`src/rtl/ins_sort_pkg.sv`:
```
// Package with the shared constants, types and the sequencer state encoding of the sorter.
`timescale 1ns / 1ps
`default_nettype none

package ins_sort_pkg;

    // Number of list elements the block can hold (2 to 64).
    localparam int CAPACITY = 32;
    localparam int DATA_W   = 32;
    localparam int IDX_W    = $clog2(CAPACITY);
    localparam int CNT_W    = $clog2(CAPACITY + 1);

    typedef logic signed [DATA_W-1:0] t_data;
    typedef logic [IDX_W-1:0]         t_idx;
    typedef logic [CNT_W-1:0]         t_cnt;

    typedef enum logic [2:0] {
        ST_LOAD,
        ST_KEY_RD,
        ST_KEY_LAT,
        ST_CMP,
        ST_PLACE,
        ST_OUT_RD,
        ST_OUT
    } t_state;

    // Request from the sequencer to the element store.
    typedef struct packed {
        logic  we;
        t_idx  waddr;
        t_data wdata;
        logic  re;
        t_idx  raddr;
    } t_ram_req;

endpackage

`default_nettype wire

```
`src/rtl/ins_sort_ram.sv`:
```
// Generic simple dual-port RAM with one write port and one registered read port.
`timescale 1ns / 1ps
`default_nettype none

module ins_sort_ram #(
    parameter int WIDTH = 32,
    parameter int DEPTH = 32
) (
    input  wire logic                     i_clk,
    input  wire logic                     i_we,
    input  wire logic [$clog2(DEPTH)-1:0] i_waddr,
    input  wire logic [WIDTH-1:0]         i_wdata,
    input  wire logic                     i_re,
    input  wire logic [$clog2(DEPTH)-1:0] i_raddr,
    output logic      [WIDTH-1:0]         o_rdata
);

    logic [WIDTH-1:0] r_mem [DEPTH];

    always_ff @(posedge i_clk) begin
        if (i_we) begin
            r_mem[i_waddr] <= i_wdata;
        end
        if (i_re) begin
            o_rdata <= r_mem[i_raddr];
        end
    end

endmodule

`default_nettype wire

```
`src/rtl/ins_sort_cmp.sv`:
```
// Shared compare unit: decides whether the held key moves past the previous element.
`timescale 1ns / 1ps
`default_nettype none

module ins_sort_cmp (
    input  wire ins_sort_pkg::t_data i_key,
    input  wire ins_sort_pkg::t_data i_prev,
    input  wire logic                i_desc,
    output logic                     o_move
);

    // Strict compares keep equal values in arrival order.
    always_comb begin
        if (i_desc) begin
            o_move = (i_key > i_prev);
        end else begin
            o_move = (i_prev > i_key);
        end
    end

endmodule

`default_nettype wire

```
`src/rtl/ins_sort_ctrl.sv`:
```
// Sequencer of the sorter: list loading, insertion passes and result emission.
`timescale 1ns / 1ps
`default_nettype none

module ins_sort_ctrl (
    input  wire logic                     i_clk,
    input  wire logic                     i_rst_n,
    input  wire logic                     i_desc,
    input  wire ins_sort_pkg::t_data      i_s_tdata,
    input  wire logic                     i_s_tvalid,
    input  wire logic                     i_s_tlast,
    output logic                          o_s_tready,
    output logic                          o_m_tvalid,
    output logic                          o_m_tlast,
    output logic                          o_m_tuser,
    input  wire logic                     i_m_tready,
    input  wire ins_sort_pkg::t_data      i_rdata,
    input  wire logic                     i_move,
    output ins_sort_pkg::t_data           o_key,
    output logic                          o_desc,
    output ins_sort_pkg::t_ram_req        o_ram_req
);

    ins_sort_pkg::t_state r_state, n_state;
    ins_sort_pkg::t_cnt   r_count, n_count;
    logic                 r_dropped, n_dropped;
    logic                 r_desc, n_desc;
    ins_sort_pkg::t_idx   r_last_idx, n_last_idx;
    ins_sort_pkg::t_idx   r_i, n_i;
    ins_sort_pkg::t_idx   r_j, n_j;
    ins_sort_pkg::t_idx   r_k, n_k;
    ins_sort_pkg::t_data  r_key, n_key;

    logic                 w_full;
    logic                 w_accept;
    ins_sort_pkg::t_idx   w_last_idx;

    assign w_full   = (r_count == ins_sort_pkg::t_cnt'(ins_sort_pkg::CAPACITY));
    assign w_accept = (r_state == ins_sort_pkg::ST_LOAD) && i_s_tvalid;
    assign w_last_idx = w_full ? ins_sort_pkg::t_idx'(ins_sort_pkg::CAPACITY - 1)
                               : r_count[ins_sort_pkg::IDX_W-1:0];

    always_ff @(posedge i_clk) begin
        if (!i_rst_n) begin
            r_state    <= ins_sort_pkg::ST_LOAD;
            r_count    <= '0;
            r_dropped  <= 1'b0;
            r_desc     <= 1'b0;
            r_last_idx <= '0;
            r_i        <= '0;
            r_j        <= '0;
            r_k        <= '0;
        end else begin
            r_state    <= n_state;
            r_count    <= n_count;
            r_dropped  <= n_dropped;
            r_desc     <= n_desc;
            r_last_idx <= n_last_idx;
            r_i        <= n_i;
            r_j        <= n_j;
            r_k        <= n_k;
        end
        r_key <= n_key;
    end

    // Next state.
    always_comb begin
        n_state = r_state;
        case (r_state)
            ins_sort_pkg::ST_LOAD: begin
                if (w_accept && i_s_tlast) begin
                    n_state = (w_last_idx == '0) ? ins_sort_pkg::ST_OUT_RD
                                                 : ins_sort_pkg::ST_KEY_RD;
                end
            end
            ins_sort_pkg::ST_KEY_RD: begin
                n_state = ins_sort_pkg::ST_KEY_LAT;
            end
            ins_sort_pkg::ST_KEY_LAT: begin
                n_state = ins_sort_pkg::ST_CMP;
            end
            ins_sort_pkg::ST_CMP: begin
                if (i_move) begin
                    n_state = (r_j == ins_sort_pkg::t_idx'(1)) ? ins_sort_pkg::ST_PLACE
                                                              : ins_sort_pkg::ST_CMP;
                end else begin
                    n_state = (r_i == r_last_idx) ? ins_sort_pkg::ST_OUT_RD
                                                  : ins_sort_pkg::ST_KEY_RD;
                end
            end
            ins_sort_pkg::ST_PLACE: begin
                n_state = (r_i == r_last_idx) ? ins_sort_pkg::ST_OUT_RD
                                              : ins_sort_pkg::ST_KEY_RD;
            end
            ins_sort_pkg::ST_OUT_RD: begin
                n_state = ins_sort_pkg::ST_OUT;
            end
            ins_sort_pkg::ST_OUT: begin
                if (i_m_tready) begin
                    n_state = (r_k == r_last_idx) ? ins_sort_pkg::ST_LOAD
                                                  : ins_sort_pkg::ST_OUT_RD;
                end
            end
            default: begin
                n_state = ins_sort_pkg::ST_LOAD;
            end
        endcase
    end

    // Outputs and store requests.
    always_comb begin
        o_s_tready = (r_state == ins_sort_pkg::ST_LOAD);
        o_m_tvalid = (r_state == ins_sort_pkg::ST_OUT);
        o_m_tlast  = (r_k == r_last_idx);
        o_m_tuser  = r_dropped;
        o_key      = r_key;
        o_desc     = r_desc;
        o_ram_req  = '0;
        case (r_state)
            ins_sort_pkg::ST_LOAD: begin
                o_ram_req.we    = w_accept && !w_full;
                o_ram_req.waddr = r_count[ins_sort_pkg::IDX_W-1:0];
                o_ram_req.wdata = i_s_tdata;
            end
            ins_sort_pkg::ST_KEY_RD: begin
                o_ram_req.re    = 1'b1;
                o_ram_req.raddr = r_i;
            end
            ins_sort_pkg::ST_KEY_LAT: begin
                o_ram_req.re    = 1'b1;
                o_ram_req.raddr = r_i - ins_sort_pkg::t_idx'(1);
            end
            ins_sort_pkg::ST_CMP: begin
                // A moving element shifts up one slot while the next one is fetched.
                o_ram_req.we    = 1'b1;
                o_ram_req.waddr = r_j;
                if (i_move) begin
                    o_ram_req.wdata = i_rdata;
                    o_ram_req.re    = 1'b1;
                    o_ram_req.raddr = r_j - ins_sort_pkg::t_idx'(2);
                end else begin
                    o_ram_req.wdata = r_key;
                end
            end
            ins_sort_pkg::ST_PLACE: begin
                o_ram_req.we    = 1'b1;
                o_ram_req.waddr = r_j;
                o_ram_req.wdata = r_key;
            end
            ins_sort_pkg::ST_OUT_RD: begin
                o_ram_req.re    = 1'b1;
                o_ram_req.raddr = r_k;
            end
            ins_sort_pkg::ST_OUT: begin
                o_ram_req = '0;
            end
            default: begin
                o_ram_req = '0;
            end
        endcase
    end

    // Counters, key and list status.
    always_comb begin
        n_count    = r_count;
        n_dropped  = r_dropped;
        n_desc     = r_desc;
        n_last_idx = r_last_idx;
        n_i        = r_i;
        n_j        = r_j;
        n_k        = r_k;
        n_key      = r_key;
        case (r_state)
            ins_sort_pkg::ST_LOAD: begin
                if (w_accept) begin
                    if (w_full) begin
                        n_dropped = 1'b1;
                    end else begin
                        n_count = r_count + ins_sort_pkg::t_cnt'(1);
                    end
                    if (i_s_tlast) begin
                        n_desc     = i_desc;
                        n_last_idx = w_last_idx;
                        n_i        = ins_sort_pkg::t_idx'(1);
                        n_k        = '0;
                    end
                end
            end
            ins_sort_pkg::ST_KEY_LAT: begin
                n_key = i_rdata;
                n_j   = r_i;
            end
            ins_sort_pkg::ST_CMP: begin
                if (i_move) begin
                    n_j = r_j - ins_sort_pkg::t_idx'(1);
                end else begin
                    n_i = r_i + ins_sort_pkg::t_idx'(1);
                end
            end
            ins_sort_pkg::ST_PLACE: begin
                n_i = r_i + ins_sort_pkg::t_idx'(1);
            end
            ins_sort_pkg::ST_OUT: begin
                if (i_m_tready) begin
                    n_k = r_k + ins_sort_pkg::t_idx'(1);
                    if (r_k == r_last_idx) begin
                        n_count   = '0;
                        n_dropped = 1'b0;
                    end
                end
            end
            default: begin
                n_count = r_count;
            end
        endcase
    end

endmodule

`default_nettype wire

```
`src/rtl/insertion_sort_asc_desc.sv`:
```
// Top level of the list sorter: configuration register, element store, compare unit, sequencer.
//
// Usage: a list of signed 32-bit words enters on the s_axis channel, one word per
// handshake; the word with s_axis_tlast high closes the list. Up to CAPACITY words
// are stored; later words of the same list are dropped and m_axis_tuser is then high
// on every result of that list. After the closing word the block sorts the list in
// place (stable insertion sort, one compare per cycle while a key moves, on a single
// shared comparator) and sends the words out on m_axis, ascending, or descending when
// the configuration bit i_cfg_wdata was last written as 1. The last result carries
// m_axis_tlast. s_axis_tready is high while the list loads. Each inserted key is read,
// latched while the element before it is read, and compared; a compare that moves the
// key shifts one element up and fetches the next, and a key that passes every element
// is written to slot 0 in a place step. The sort is limited by the single read port of
// the element store. Emission reads each word from the store, then shows it. s_axis_tready
// is low from the closing word until the last result is taken. A stalled receiver simply
// holds m_axis_tvalid and the word in place. Reset empties the list, clears the overflow
// flag and selects ascending order; stored words are not cleared and need not be.
`timescale 1ns / 1ps
`default_nettype none

module insertion_sort_asc_desc (
    input  wire logic        i_clk,
    input  wire logic        i_rst_n,
    // Configuration: bit 0 selects descending order.
    input  wire logic        i_cfg_wen,
    input  wire logic        i_cfg_wdata,
    // Input words.
    input  wire logic        s_axis_tvalid,
    output logic             s_axis_tready,
    input  wire logic [31:0] s_axis_tdata,   // [31:0] value
    input  wire logic        s_axis_tlast,   // last
    // Sorted words.
    output logic             m_axis_tvalid,
    input  wire logic        m_axis_tready,
    output logic      [31:0] m_axis_tdata,   // [31:0] sorted_value
    output logic             m_axis_tlast,   // last_out
    output logic             m_axis_tuser    // [0] overflow
);

    logic                   r_descending;
    logic                   w_move;
    logic                   w_desc;
    ins_sort_pkg::t_data    w_key;
    ins_sort_pkg::t_ram_req w_ram_req;
    logic [31:0]            w_rdata;

    // The order bit is sampled by the sequencer when a list closes.
    always_ff @(posedge i_clk) begin
        if (!i_rst_n) begin
            r_descending <= 1'b0;
        end else if (i_cfg_wen) begin
            r_descending <= i_cfg_wdata;
        end
    end

    ins_sort_ram #(
        .WIDTH (ins_sort_pkg::DATA_W),
        .DEPTH (ins_sort_pkg::CAPACITY)
    ) u_ram (
        .i_clk   (i_clk),
        .i_we    (w_ram_req.we),
        .i_waddr (w_ram_req.waddr),
        .i_wdata (w_ram_req.wdata),
        .i_re    (w_ram_req.re),
        .i_raddr (w_ram_req.raddr),
        .o_rdata (w_rdata)
    );

    ins_sort_cmp u_cmp (
        .i_key  (w_key),
        .i_prev (w_rdata),
        .i_desc (w_desc),
        .o_move (w_move)
    );

    ins_sort_ctrl u_ctrl (
        .i_clk      (i_clk),
        .i_rst_n    (i_rst_n),
        .i_desc     (r_descending),
        .i_s_tdata  (s_axis_tdata),
        .i_s_tvalid (s_axis_tvalid),
        .i_s_tlast  (s_axis_tlast),
        .o_s_tready (s_axis_tready),
        .o_m_tvalid (m_axis_tvalid),
        .o_m_tlast  (m_axis_tlast),
        .o_m_tuser  (m_axis_tuser),
        .i_m_tready (m_axis_tready),
        .i_rdata    (w_rdata),
        .i_move     (w_move),
        .o_key      (w_key),
        .o_desc     (w_desc),
        .o_ram_req  (w_ram_req)
    );

    // The store's registered read data is the output word; it holds while no read is issued.
    assign m_axis_tdata = w_rdata;

endmodule

`default_nettype wire

```
`config.mk`:
```
export PLATFORM = sky130hd
export DESIGN_NAME = insertion_sort_asc_desc
export DESIGN_NICKNAME = d
export VERILOG_FILES = /design/src/rtl/ins_sort_pkg.sv /design/src/rtl/ins_sort_ram.sv /design/src/rtl/ins_sort_cmp.sv /design/src/rtl/ins_sort_ctrl.sv /design/src/rtl/insertion_sort_asc_desc.sv
export SDC_FILE = /design/constraint.sdc
export NUM_CORES = 1
export LEC_CHECK = 0
export ABC_AREA = 1
export BUFFER_PORTS_ARGS = -buffer_cell sky130_fd_sc_hd__buf_2
export CORE_ASPECT_RATIO = 1.4
export CORE_UTILIZATION = 50
export CTS_CLUSTER_DIAMETER = 200
export CTS_CLUSTER_SIZE = 25
export DETAILED_ROUTE_END_ITERATION = 12
export PLACE_DENSITY = 0.71
export SETUP_SLACK_MARGIN = 0.4
export SLEW_MARGIN = 20
export SYNTH_ARGS = -nofsm -noshare
export SYNTH_HDL_FRONTEND = slang
export SYNTH_SLANG_ARGS = --single-unit
```
`constraint.sdc`:
```
create_clock -name i_clk -period 6.2 [get_ports i_clk]
set_input_delay 1.24 -clock i_clk [delete_from_list [all_inputs] [get_ports i_clk]]
set_output_delay 1.24 -clock i_clk [all_outputs]
set_load 0.02 [all_outputs]
```
== Word-level counts from Yosys, hierarchy flattened ==
Memories as Yosys holds them, arrays and structs flattened. A register that Yosys moved wholly into a read port is not among the register bits.
Cells that the tools add are included.

* $add $sub $neg: 6
* $lt $le $gt $ge: 2
* Equal/unequal tests: 19
* Muxes and demuxes: 36
* Reduce and logical (&&, ||, !) cells: 16

{| class="wikitable"
|+ Operator list
! operator !! count
|-
| one-hot mux 38 bit (3 select lines) || 1
|-
| > comparator 32 bit || 2
|-
| two-way mux 5 bit || 8
|-
| two-way mux 32 bit || 1
|-
| two-way mux 6 bit || 5
|-
| one-hot mux 6 bit (4 select lines) || 1
|-
| two-way mux 3 bit || 7
|-
| one-hot mux 3 bit (7 select lines) || 1
|-
| one-hot mux 5 bit (2 select lines) || 2
|-
| one-hot mux 5 bit (3 select lines) || 1
|-
| inequality test 2 x 1 -> 1 bit, second input constant || 6
|-
| one-hot mux 6 bit (2 select lines) || 1
|-
| adder 5 x 1 -> 5 bit, second input constant || 2
|-
| == test 5 bit || 2
|-
| AND reduction 5 bit || 2
|-
| subtractor 5 x 1 -> 5 bit, second input constant || 2
|-
| == test 3 bit, second input constant || 3
|-
| AND reduction 4 bit || 2
|-
| two-way mux 1 bit || 7
|-
| adder 6 x 1 -> 6 bit, second input constant || 1
|-
| == test 3 x 2 -> 1 bit, second input constant || 2
|-
| == test 6 bit, second input constant || 1
|-
| inequality test 2 bit, second input constant || 3
|-
| == test 5 x 1 -> 1 bit, second input constant || 1
|-
| 11 further kinds || 15
|}

* Bits in registers: 64
* RAM bits: 1,024
* Output and inout bits: 36
* Word-level logic and storage cells: 90
* Memories kept: 1

{| class="wikitable"
|+ Memories
! name !! depth !! width !! read ports !! clocked after Yosys merged registers in !! wr ports !! line !! source
|-
| u_ram.r_mem || 32 || 32 || 1 || 1 || 1 || ins_sort_ram.sv:18 || <nowiki>logic [WIDTH-1:0] r_mem [DEPTH];</nowiki>
|}

== Logic depth before layout (Yosys ltp) ==
Gate-level depths: netlist (run 1).

* Word-level depth: 6
* Mapped depth: 28
* Mapped depth without buffers: 25

== Cells and area by module ==
Synthesis (run 1) repeated with hierarchy kept, for this count alone.

* Cells, all modules: 4,264
* Area total of the unflattened synthesis: 47,769.6 µm²

{| class="wikitable"
|+ By module, submodules not included
! module !! instances !! cells an instance !! area each (µm²)
|-
| ins_sort_ram || 1 || 3,536 || 42,726.0
|-
| ins_sort_ctrl || 1 || 573 || 4,073.9
|-
| ins_sort_cmp || 1 || 149 || 928.4
|-
| insertion_sort_asc_desc || 1 || 6 || 41.3
|}

== Least setup slack after synthesis (run 1) ==
Ideal clock, no wire load.

* Path kind: input to register
* Start point: input s_axis_tvalid
* End point: memory u_ram.r_mem[14][0] (enable)
* Setup time: 421 ps
* Data arrival time: 3,271 ps
* Required time: 5,779 ps
* Path slack: 2,508 ps
* Stages: 4
* Path buffers: 0
* Cell sequence: nand2_1 > o21ai_0 > nand3_1 > nor2_1

* Longest elaborated chain between the ends: 5

{| class="wikitable"
|+ RTL lines
! element !! line !! source
|-
| start, declared || insertion_sort_asc_desc.sv:28 || <nowiki>input wire logic s_axis_tvalid,</nowiki>
|-
| logical AND 1 bit || ins_sort_ctrl.sv:39 || <nowiki>assign w_accept = (r_state == ins_sort_pkg::ST_LOAD) && i_s_tvalid;</nowiki>
|-
| logical AND 1 bit || ins_sort_ctrl.sv:121 || <nowiki>o_ram_req.we = w_accept && !w_full;</nowiki>
|-
| one-hot mux 38 bit (3 select lines) || ins_sort_ctrl.sv:119 || <nowiki>case (r_state)</nowiki>
|-
| two-way mux 1 bit || ins_sort_ram.sv:21 || <nowiki>if (i_we) begin</nowiki>
|-
| two-way mux 1 bit (implied by the code) || ins_sort_ram.sv:22 || <nowiki>r_mem[i_waddr] <= i_wdata;</nowiki>
|-
| end, declared || ins_sort_ram.sv:18 ||
|}

No other way between the ends.

== Worst setup path after layout (run 1) ==
* Start point: register u_ram.o_rdata[23], read port of u_ram.r_mem
* End point: register u_ram.o_rdata[17], read port of u_ram.r_mem, data pin

* Longest elaborated chain between the ends: 4
* Elaborated cells on any way between the ends: 5

{| class="wikitable"
|+ RTL lines
! element !! line !! source
|-
| start, declared || ins_sort_ram.sv:15 || <nowiki>output logic [WIDTH-1:0] o_rdata</nowiki>
|-
| > comparator 32 bit, on equally long branches || ins_sort_cmp.sv:17, ins_sort_cmp.sv:15 ||
|-
| two-way mux 1 bit (*) || ins_sort_cmp.sv:14 || <nowiki>if (i_desc) begin</nowiki>
|-
| two-way mux 6 bit (*) || ins_sort_ctrl.sv:137 || <nowiki>if (i_move) begin</nowiki>
|-
| one-hot mux 6 bit (4 select lines) (*) || ins_sort_ctrl.sv:119 ||
|}

Mark *: on every way between the ends. The rest lies on a longest branch, timed or not.
A chain may end at the register's enable or synchronous reset.

==> results.md, run 1 <==
* Final Hold Viols at 0
* Starting Density at 50.7%
* DRC Markers at 0
* CP startpoint kind: flop
* Met3 Track Usage GR at 2.98%
* Root buf cell: clkbuf_16
* Worst Path Arrival at 5.37 ns
* Total grt overflow at 0
* Area of the core at 98700 µm²
* Nets at 4714
* Worst path required time at 6.69 ns
* Die area at 101000 µm²
* Grt met1 use at 34.3%
* Wirelength per Cell at 22.4 µm
* Mapped cell area at 50000 µm²
* Max Fclk at 205 MHz
* Ys flop type: edfxtp_1
* Met2 Track Usage GR at 44.5%
* Clock skew at 0.0195 ns
* Slew @ Worst Pin at 1.13 ns
* GP Congestion at 0.931
* PwrDens at 497 nW/µm²
* CTS Buf Count at 50
* First DRT Iteration DRCs at 4383
* Most used cell, CP: nand2_1
* Vias at 34794
* Synth warnings at 0
* Slowest stage delay, CP at 0.78 ns
* Outcome: finished, final reports clean
* Seq/Total Area, Yosys at 66.6%
* Global-route wire length before repair at 203000 µm
* Fin crit share at 78.6%
* CP Class: flop to flop
* Post-synth cell types at 45
* Area contributors post-synth: edfxtp_1 65%, nand3_1 10%, nand2_1 9.9%
* Initial DRT Pass Iterations at 6
* Vias per std cell at 5.84
* Area Overhead vs Synth at 6.29%
* Crit. End Element: flop
* Buffers on Ports at 74
* Commonest non-fill, non-tap cells in the layout: 1322 x nand2_1, 1088 x edfxtp_1, 1022 x nand3_1
* Max cap viols at 0
* Die W at 269 µm
* Cells along the critical path: ha_1, nand2_1, nor2_1, nand4_1, nor2_2, nand2_1, nand2_1, nand2_1, nand3_1, nand2_2, nand3_1, nand2_8, inv_8, buf_12, nand2_1, nand3_1, nand3_1, nand2_1, nand2_1, nand2_1
* CTS Buffer Depth at 3
* Reg2Reg Setup Slack at 1.33 ns
* Busiest grt layer: met2
* Clock transition at the registers of the reported paths at 0.11 ns
* CTS Sinks at 1120
* Final min period at 4.87 ns
* Antenna violations before repair at 5
* Routed wire length at 133000 µm
* Seq cells post-synth at 1120
* Critical path fanouts, max at 126
* Setup repair after global routing missed its margin: false
* Gate Count Post-Synth at 4693
* Max-slew violation count at 0
* H-tree depth at 2
* Total Power at 26.4 mW
* Io pins at 75
* Leakage power at 20.5 nW
* TritonCTS clock tree: yes
* Vias in the first global route at 33081
* Synthesized net count at 4773
* Final Setup Violations at 0
* Final non-filler cell total at 5959
* Placed cell count at 5893
* Row count at 136
* Worst-Skew Late Latency at 0.65 ns
* Hold slack at 0.467 ns
* Async SR Flop Fraction at 0%
* Die height at 376 µm
* Fraction of layout cells with a size suffix above 1 at 6.22%
* Max VDD drop at 0.526 mV
* Layout Utilization at 53.8%
* Top cell type's share of synthesized area at 65.4%
* Slew margin rel. at 24.9%
* Cts hold-fix bufs at 0
* EDFF count, synth at 1088
* Hpwl dp at 75200 µm
* Cell taking the most area after synthesis: edfxtp_1
* Largest net degree at the start of global routing at 195
* Post-route ant nets at 0
* Post-CTS setup buffer count at 0
* Setup_tns at 0 ns
* Total track usage at 26.1%
* Commonest non-fill, non-tap cell in the layout: nand2_1
* Syn_area_per_cell at 10.7 µm²
* Cts repair resizes at 0
* Hold WC Path Type: flop to flop
* Slowest library cell on the worst path: inv_8
kinds of logic (layout without fill, tap and decap cells):
group,count (synthesis),after routing,share of synthesized area [%]
other,0,4,0
adder cells (fa/ha/maj),41,41,1.03
XOR/XNOR,4,4,0.0701
flip-flops,1120,1120,66.6
AND/OR/NAND/NOR,2614,2614,23.6
AO/OA/AOI/OAI,162,162,2.13
buffers and inverters,752,703,6.55
flip-flops by register name (all words and copies together), names as in the netlist:
signal and count:
u_ctrl.o_m_tuser 1, u_ctrl.r_last_idx 5, u_ctrl.o_key 32, u_ctrl.o_desc 1
u_ram.o_rdata 32, u_ctrl.r_i 5, u_ctrl.r_k 5, u_ram.r_mem 1024
u_ctrl.r_j 5, r_descending 1, u_ctrl.r_state 3, u_ctrl.r_count 6
report_power, final:
part           internal (mW)  switching (mW)  total, mW  leakage, nW
clock network           1.50            2.22       3.72        0.644
registers               10.6           0.366       11.0         10.2
logic                   2.95            8.74       11.7         9.72
routing by layer:
layer | wire length (µm) | share of wire, %
met1 | 51300 | 39
met2 | 65400 | 49
met3 | 11500 | 8.6
met4 | 4990 | 3.7
met5 | 12 | 0.0090
cell type report:
cell class	instances	area, µm²
Fill cell	8356	45600
Sequential cell	1120	33300
Multi-Input combinational cell	2821	13700
Inverter	459	1740
Tap cell	1311	1640
Timing Repair Buffer	182	1410
Clock buffer	60	1310
Clock inverter	2	16.3
Antenna cell	4	10.0
critical path, delay by kind of cell, from the launching register on:
kind                     cells  cell delay, ns
adder cells (fa/ha/maj)      1            0.36
buffers and inverters        2            1.14
flip-flops                   1            0.54
AND/OR/NAND/NOR             17            2.54
final timing paths:
check | start | end | cells after the start
hold reg to reg | u_ctrl.o_m_tuser | u_ctrl.o_m_tuser | 2
hold / removal | u_ctrl.o_m_tuser | u_ctrl.o_m_tuser | 2
setup / recovery | u_ram.o_rdata[23] | u_ram.o_rdata[17] | 20
setup reg to reg | u_ram.o_rdata[23] | u_ram.o_rdata[17] | 20
synth_stat cells (13+ instances only):
| master | n |
|---|---|
| nand2_1 | 1325 |
| edfxtp_1 | 1088 |
| nand3_1 | 1023 |
| inv_1 | 452 |
| buf_2 | 166 |
| nand3b_1 | 161 |
| clkbuf_1 | 69 |
| nor2_1 | 68 |
| o211ai_1 | 64 |
| ha_1 | 41 |
| a21oi_1 | 37 |
| dfxtp_1 | 32 |
| buf_6 | 24 |
| buf_1 | 19 |
| o21ai_0 | 19 |
| o22ai_1 | 15 |
| buf_4 | 14 |
| nor3_1 | 13 |
stage by stage:
stage	cell area [µm²]	worst slack, ns
2_1_floorplan	50000	2.51
3_3_place_gp	51800	1.52
3_5_place_dp	51800	1.43
4_1_cts	53100	1.41
5_1_grt	53100	1.07
6_report	53100	1.33
Note: power is estimated with default switching activity, not from simulation.
==> run 2, diff against run 1 <==
- PLACE_DENSITY: 0.71 -> 0.73
- clock period: 6.2 -> 4.15 ns (I/O delays scaled with it)
==> run 2 against run 1 <==
Utilization rose by 1.8 points. Worst hold slack worse by 0.14 ns. Via count up 4.9%. Sequential share of layout area is 2.1 points lower. First-iteration DRC count is 11% higher. Clock power up 50%. Non-clock buffer count rose by 116. Die area unchanged. Design area increased by 3.4%. Cell count increased by 1.9%.
==> results.md, run 2 (synthesis gave the netlist of run 1 again) <==
* Final Hold Viols at 0 (unchanged)
* Commonest non-fill, non-tap cells in the layout: 1316 x nand2_1, 1088 x edfxtp_1, 1021 x nand3_1
* Fraction of layout cells with a size suffix above 1 at 8.88% (+2.7 points)
* Reg with most FFs: u_ram.r_mem
* Switching power at 17.7 mW (+56%)
* Most used cell, CP: inv_1
* Busiest grt layer: met2
* Layout Utilization at 55.7% (+1.8 points)
* Vias per std cell at 6.01 (+2.9%)
* Vias in the first global route at 34176 (+3.3%)
* Root buf cell: clkbuf_16
* Fin crit share at 88.0% (+9.4 points)
* Largest net degree at the start of global routing at 133 (-32%)
* PwrDens at 753 nW/µm² (+52%)
* GP Congestion at 0.913 (-1.9%)
* Gate power share at 47.0% (+2.7 points)
* Total track usage at 28.1% (+2.0 points)
* Max cap viols at 0 (unchanged)
* N_diodes at 0 (-4)
* Vias at 36503 (+4.9%)
* Commonest non-fill, non-tap cell in the layout: nand2_1
* Max VDD drop at 0.634 mV (+20%)
* Outcome: finished, final reports clean
* CTS Sinks at 1120 (unchanged)
* Starting Density at 50.7% (unchanged)
* Antenna violations before repair at 3 (-2)
* Area Overhead vs Synth at 9.94%
* Grt met1 use at 34.6% (+0.32 points)
* Met2 Track Usage GR at 47.3% (+2.8 points)
* Flop pwr share at 39.4% (-2.3 points)
* Hold path depth at 2 (unchanged)
* Nets at 4832 (+2.5%)
* Die height at 376 µm (unchanged)
* Worst-Skew Late Latency at 0.68 ns (+0.03 ns)
* H-tree depth at 2 (unchanged)
* Slew @ Worst Pin at 1.16 ns (+0.0302 ns)
* Leakage power at 21.4 nW (+4.4%)
* Area of the core at 98700 µm² (unchanged)
* Worst Path Arrival at 3.95 ns (-1.42 ns)
* First DRT Iteration DRCs at 4879 (+11%)
* Crit. End Element: flop
* Post-route ant nets at 0 (unchanged)
* Fillers at 8028 (-3.9%)
* Routed wire length at 149000 µm (+12%)
* Max-slew violation count at 0 (unchanged)
* Total grt overflow at 0 (unchanged)
* Max Fclk at 274 MHz (+33%)
* Max reg flops at 1024 (unchanged)
* Initial DRT Pass Iterations at 8 (+2)
* Clk network pwr share at 13.5% (-0.6 points)
* Global-route wire length before repair at 214000 µm (+5.5%)
* DRC Markers at 0 (unchanged)
* CTS Buf Count at 50 (unchanged)
* Critical path fanouts, max at 20 (-84%)
* Setup_tns at 0 ns (unchanged)
* Cells along the critical path: inv_1, nor2_1, inv_1, nor2_4, inv_1, nand2_1, inv_1, o22ai_2, nor2_1, nand2_1, nor2_4, buf_4
* Crit path buf inv count at 5 (+3)
* Setup WS pre-CTS at 0.182 ns (-1.25 ns)
* CTS Buffer Depth at 3 (unchanged)
* CP Class: flop to flop
* Switching share of total power at 42.8% (-0.11 points)
* Slowest library cell on the worst path: nor2_4
* Wirelength per Cell at 24.5 µm (+9.8%)
* Buffers on Ports at 74 (unchanged)
* Io pins at 75 (unchanged)
* Hold slack at 0.323 ns (-0.144 ns)
* Clock skew at 0.0450 ns (+0.0255 ns)
* Final min period at 3.65 ns (-1.22 ns)
* Die W at 269 µm (unchanged)
* CP startpoint kind: flop
* Worst Reg-to-Reg Cells at 12 (-40%)
* Slowest stage delay, CP at 0.64 ns (-0.14 ns)
* Worst path required time at 4.45 ns (-2.24 ns)
* Final Setup Violations at 0 (unchanged)
* Slew margin rel. at 22.9% (-2.0 points)
* Final WS setup at 0.497 ns (-0.828 ns)
* Row count at 136 (unchanged)
* Met3 Track Usage GR at 4.32% (+1.3 points)
* Multi-input gate area in the final layout at 13800 µm² (+1.0%)
* Pint at 23.7 mW (+57%)
* Die area at 101000 µm² (unchanged)
* TritonCTS clock tree: yes
* Delay-heaviest family, CP: simple AND/OR/NAND/NOR gates
* Setup repair after global routing missed its margin: false
* Cts hold-fix bufs at 0 (unchanged)
* Hpwl dp at 82300 µm (+9.5%)
* WP depth at 12 (-40%)
* Hold WC Path Type: primary input to flop
* Register area at 33300 µm² (unchanged)
* Clock transition at the registers of the reported paths at 0.11 ns (about the same)
## run 2: cell count changes in the layout (fill, tap and decap cells not counted), sizes merged
cell / previous run / this run
buf: 182 / 284
bufbuf: 0 / 1
clkbuf: 60 / 74
clkinv: 2 / 3
diode: 4 / 0
inv: 458 / 457
nand2: 1329 / 1331
## run 2: per-stage QoR
step | instances | power [mW] | area (µm²)
5_1_grt | 6074 | 43.3 | 55000
3_3_place_gp | 5970 | 34.3 | 52700
2_1_floorplan | 4693 | 27.8 | 50000
3_5_place_dp | 5970 | 34.6 | 52700
6_report | 6074 | 41.4 | 55000
4_1_cts | 6039 | 40.2 | 54200
## run 2: cell type report
type                            instances  area share (%)
Clock buffer                           61            2.39
Clock inverter                          2          0.0296
Inverter                              459            3.20
Multi-Input combinational cell       2823            25.2
Sequential cell                      1120            60.6
Tap cell                             1311            2.98
Timing Repair Buffer                  298            5.59
## run 2: final timing paths
kind / start / slack, ns / to
worst max-delay path: u_ctrl.r_state[1] / 0.50 / u_ram.r_mem[0][8]
worst min register to register: u_ctrl.o_m_tuser / 0.49 / u_ctrl.o_m_tuser
worst min-delay path: i_cfg_wen / 0.32 / r_descending
worst max register to register: u_ctrl.r_state[1] / 0.50 / u_ram.r_mem[0][8]
## run 2: metal layers
metal | part of all wire [%] | wire length, µm
met1 | 35 | 52300
met5 | 0.0087 | 13
met4 | 6.7 | 10000
met2 | 48 | 71400
met3 | 10 | 15400
## run 2: worst register-to-register path, stage by stage (launching register included)
cell and delay [ns]:
dfxtp_1 0.33, inv_1 0.12, nor2_1 0.06, inv_1 0.14
nor2_4 0.05, inv_1 0.20, nand2_1 0.23, inv_1 0.25
o22ai_2 0.22, nor2_1 0.19, nand2_1 0.25, nor2_4 0.64
buf_4 0.55
## run 2: power by group through the flow
| stage | Sequential (mW) | Clock (mW) | Combinational, mW |
|---|---|---|---|
| final | 16.3 | 5.59 | 19.5 |
| after global routing | 16.4 | 5.97 | 20.9 |
| after CTS | 16.3 | 5.62 | 18.3 |
| after detailed placement | 16.6 | 0 | 18.0 |
| after global placement | 16.6 | 0 | 17.7 |
| after floorplan | 16.8 | 0 | 11.1 |
## run 2: repair_timing
| action | in CTS | in global routing |
|---|---|---|
| buffers inserted | 4 | 21 |
| cloned | 2 | 14 |
| pin swaps | 1 | 8 |
| resized for setup | 10 | 40 |
| endpoints found under the setup margin | 83 | 338 |
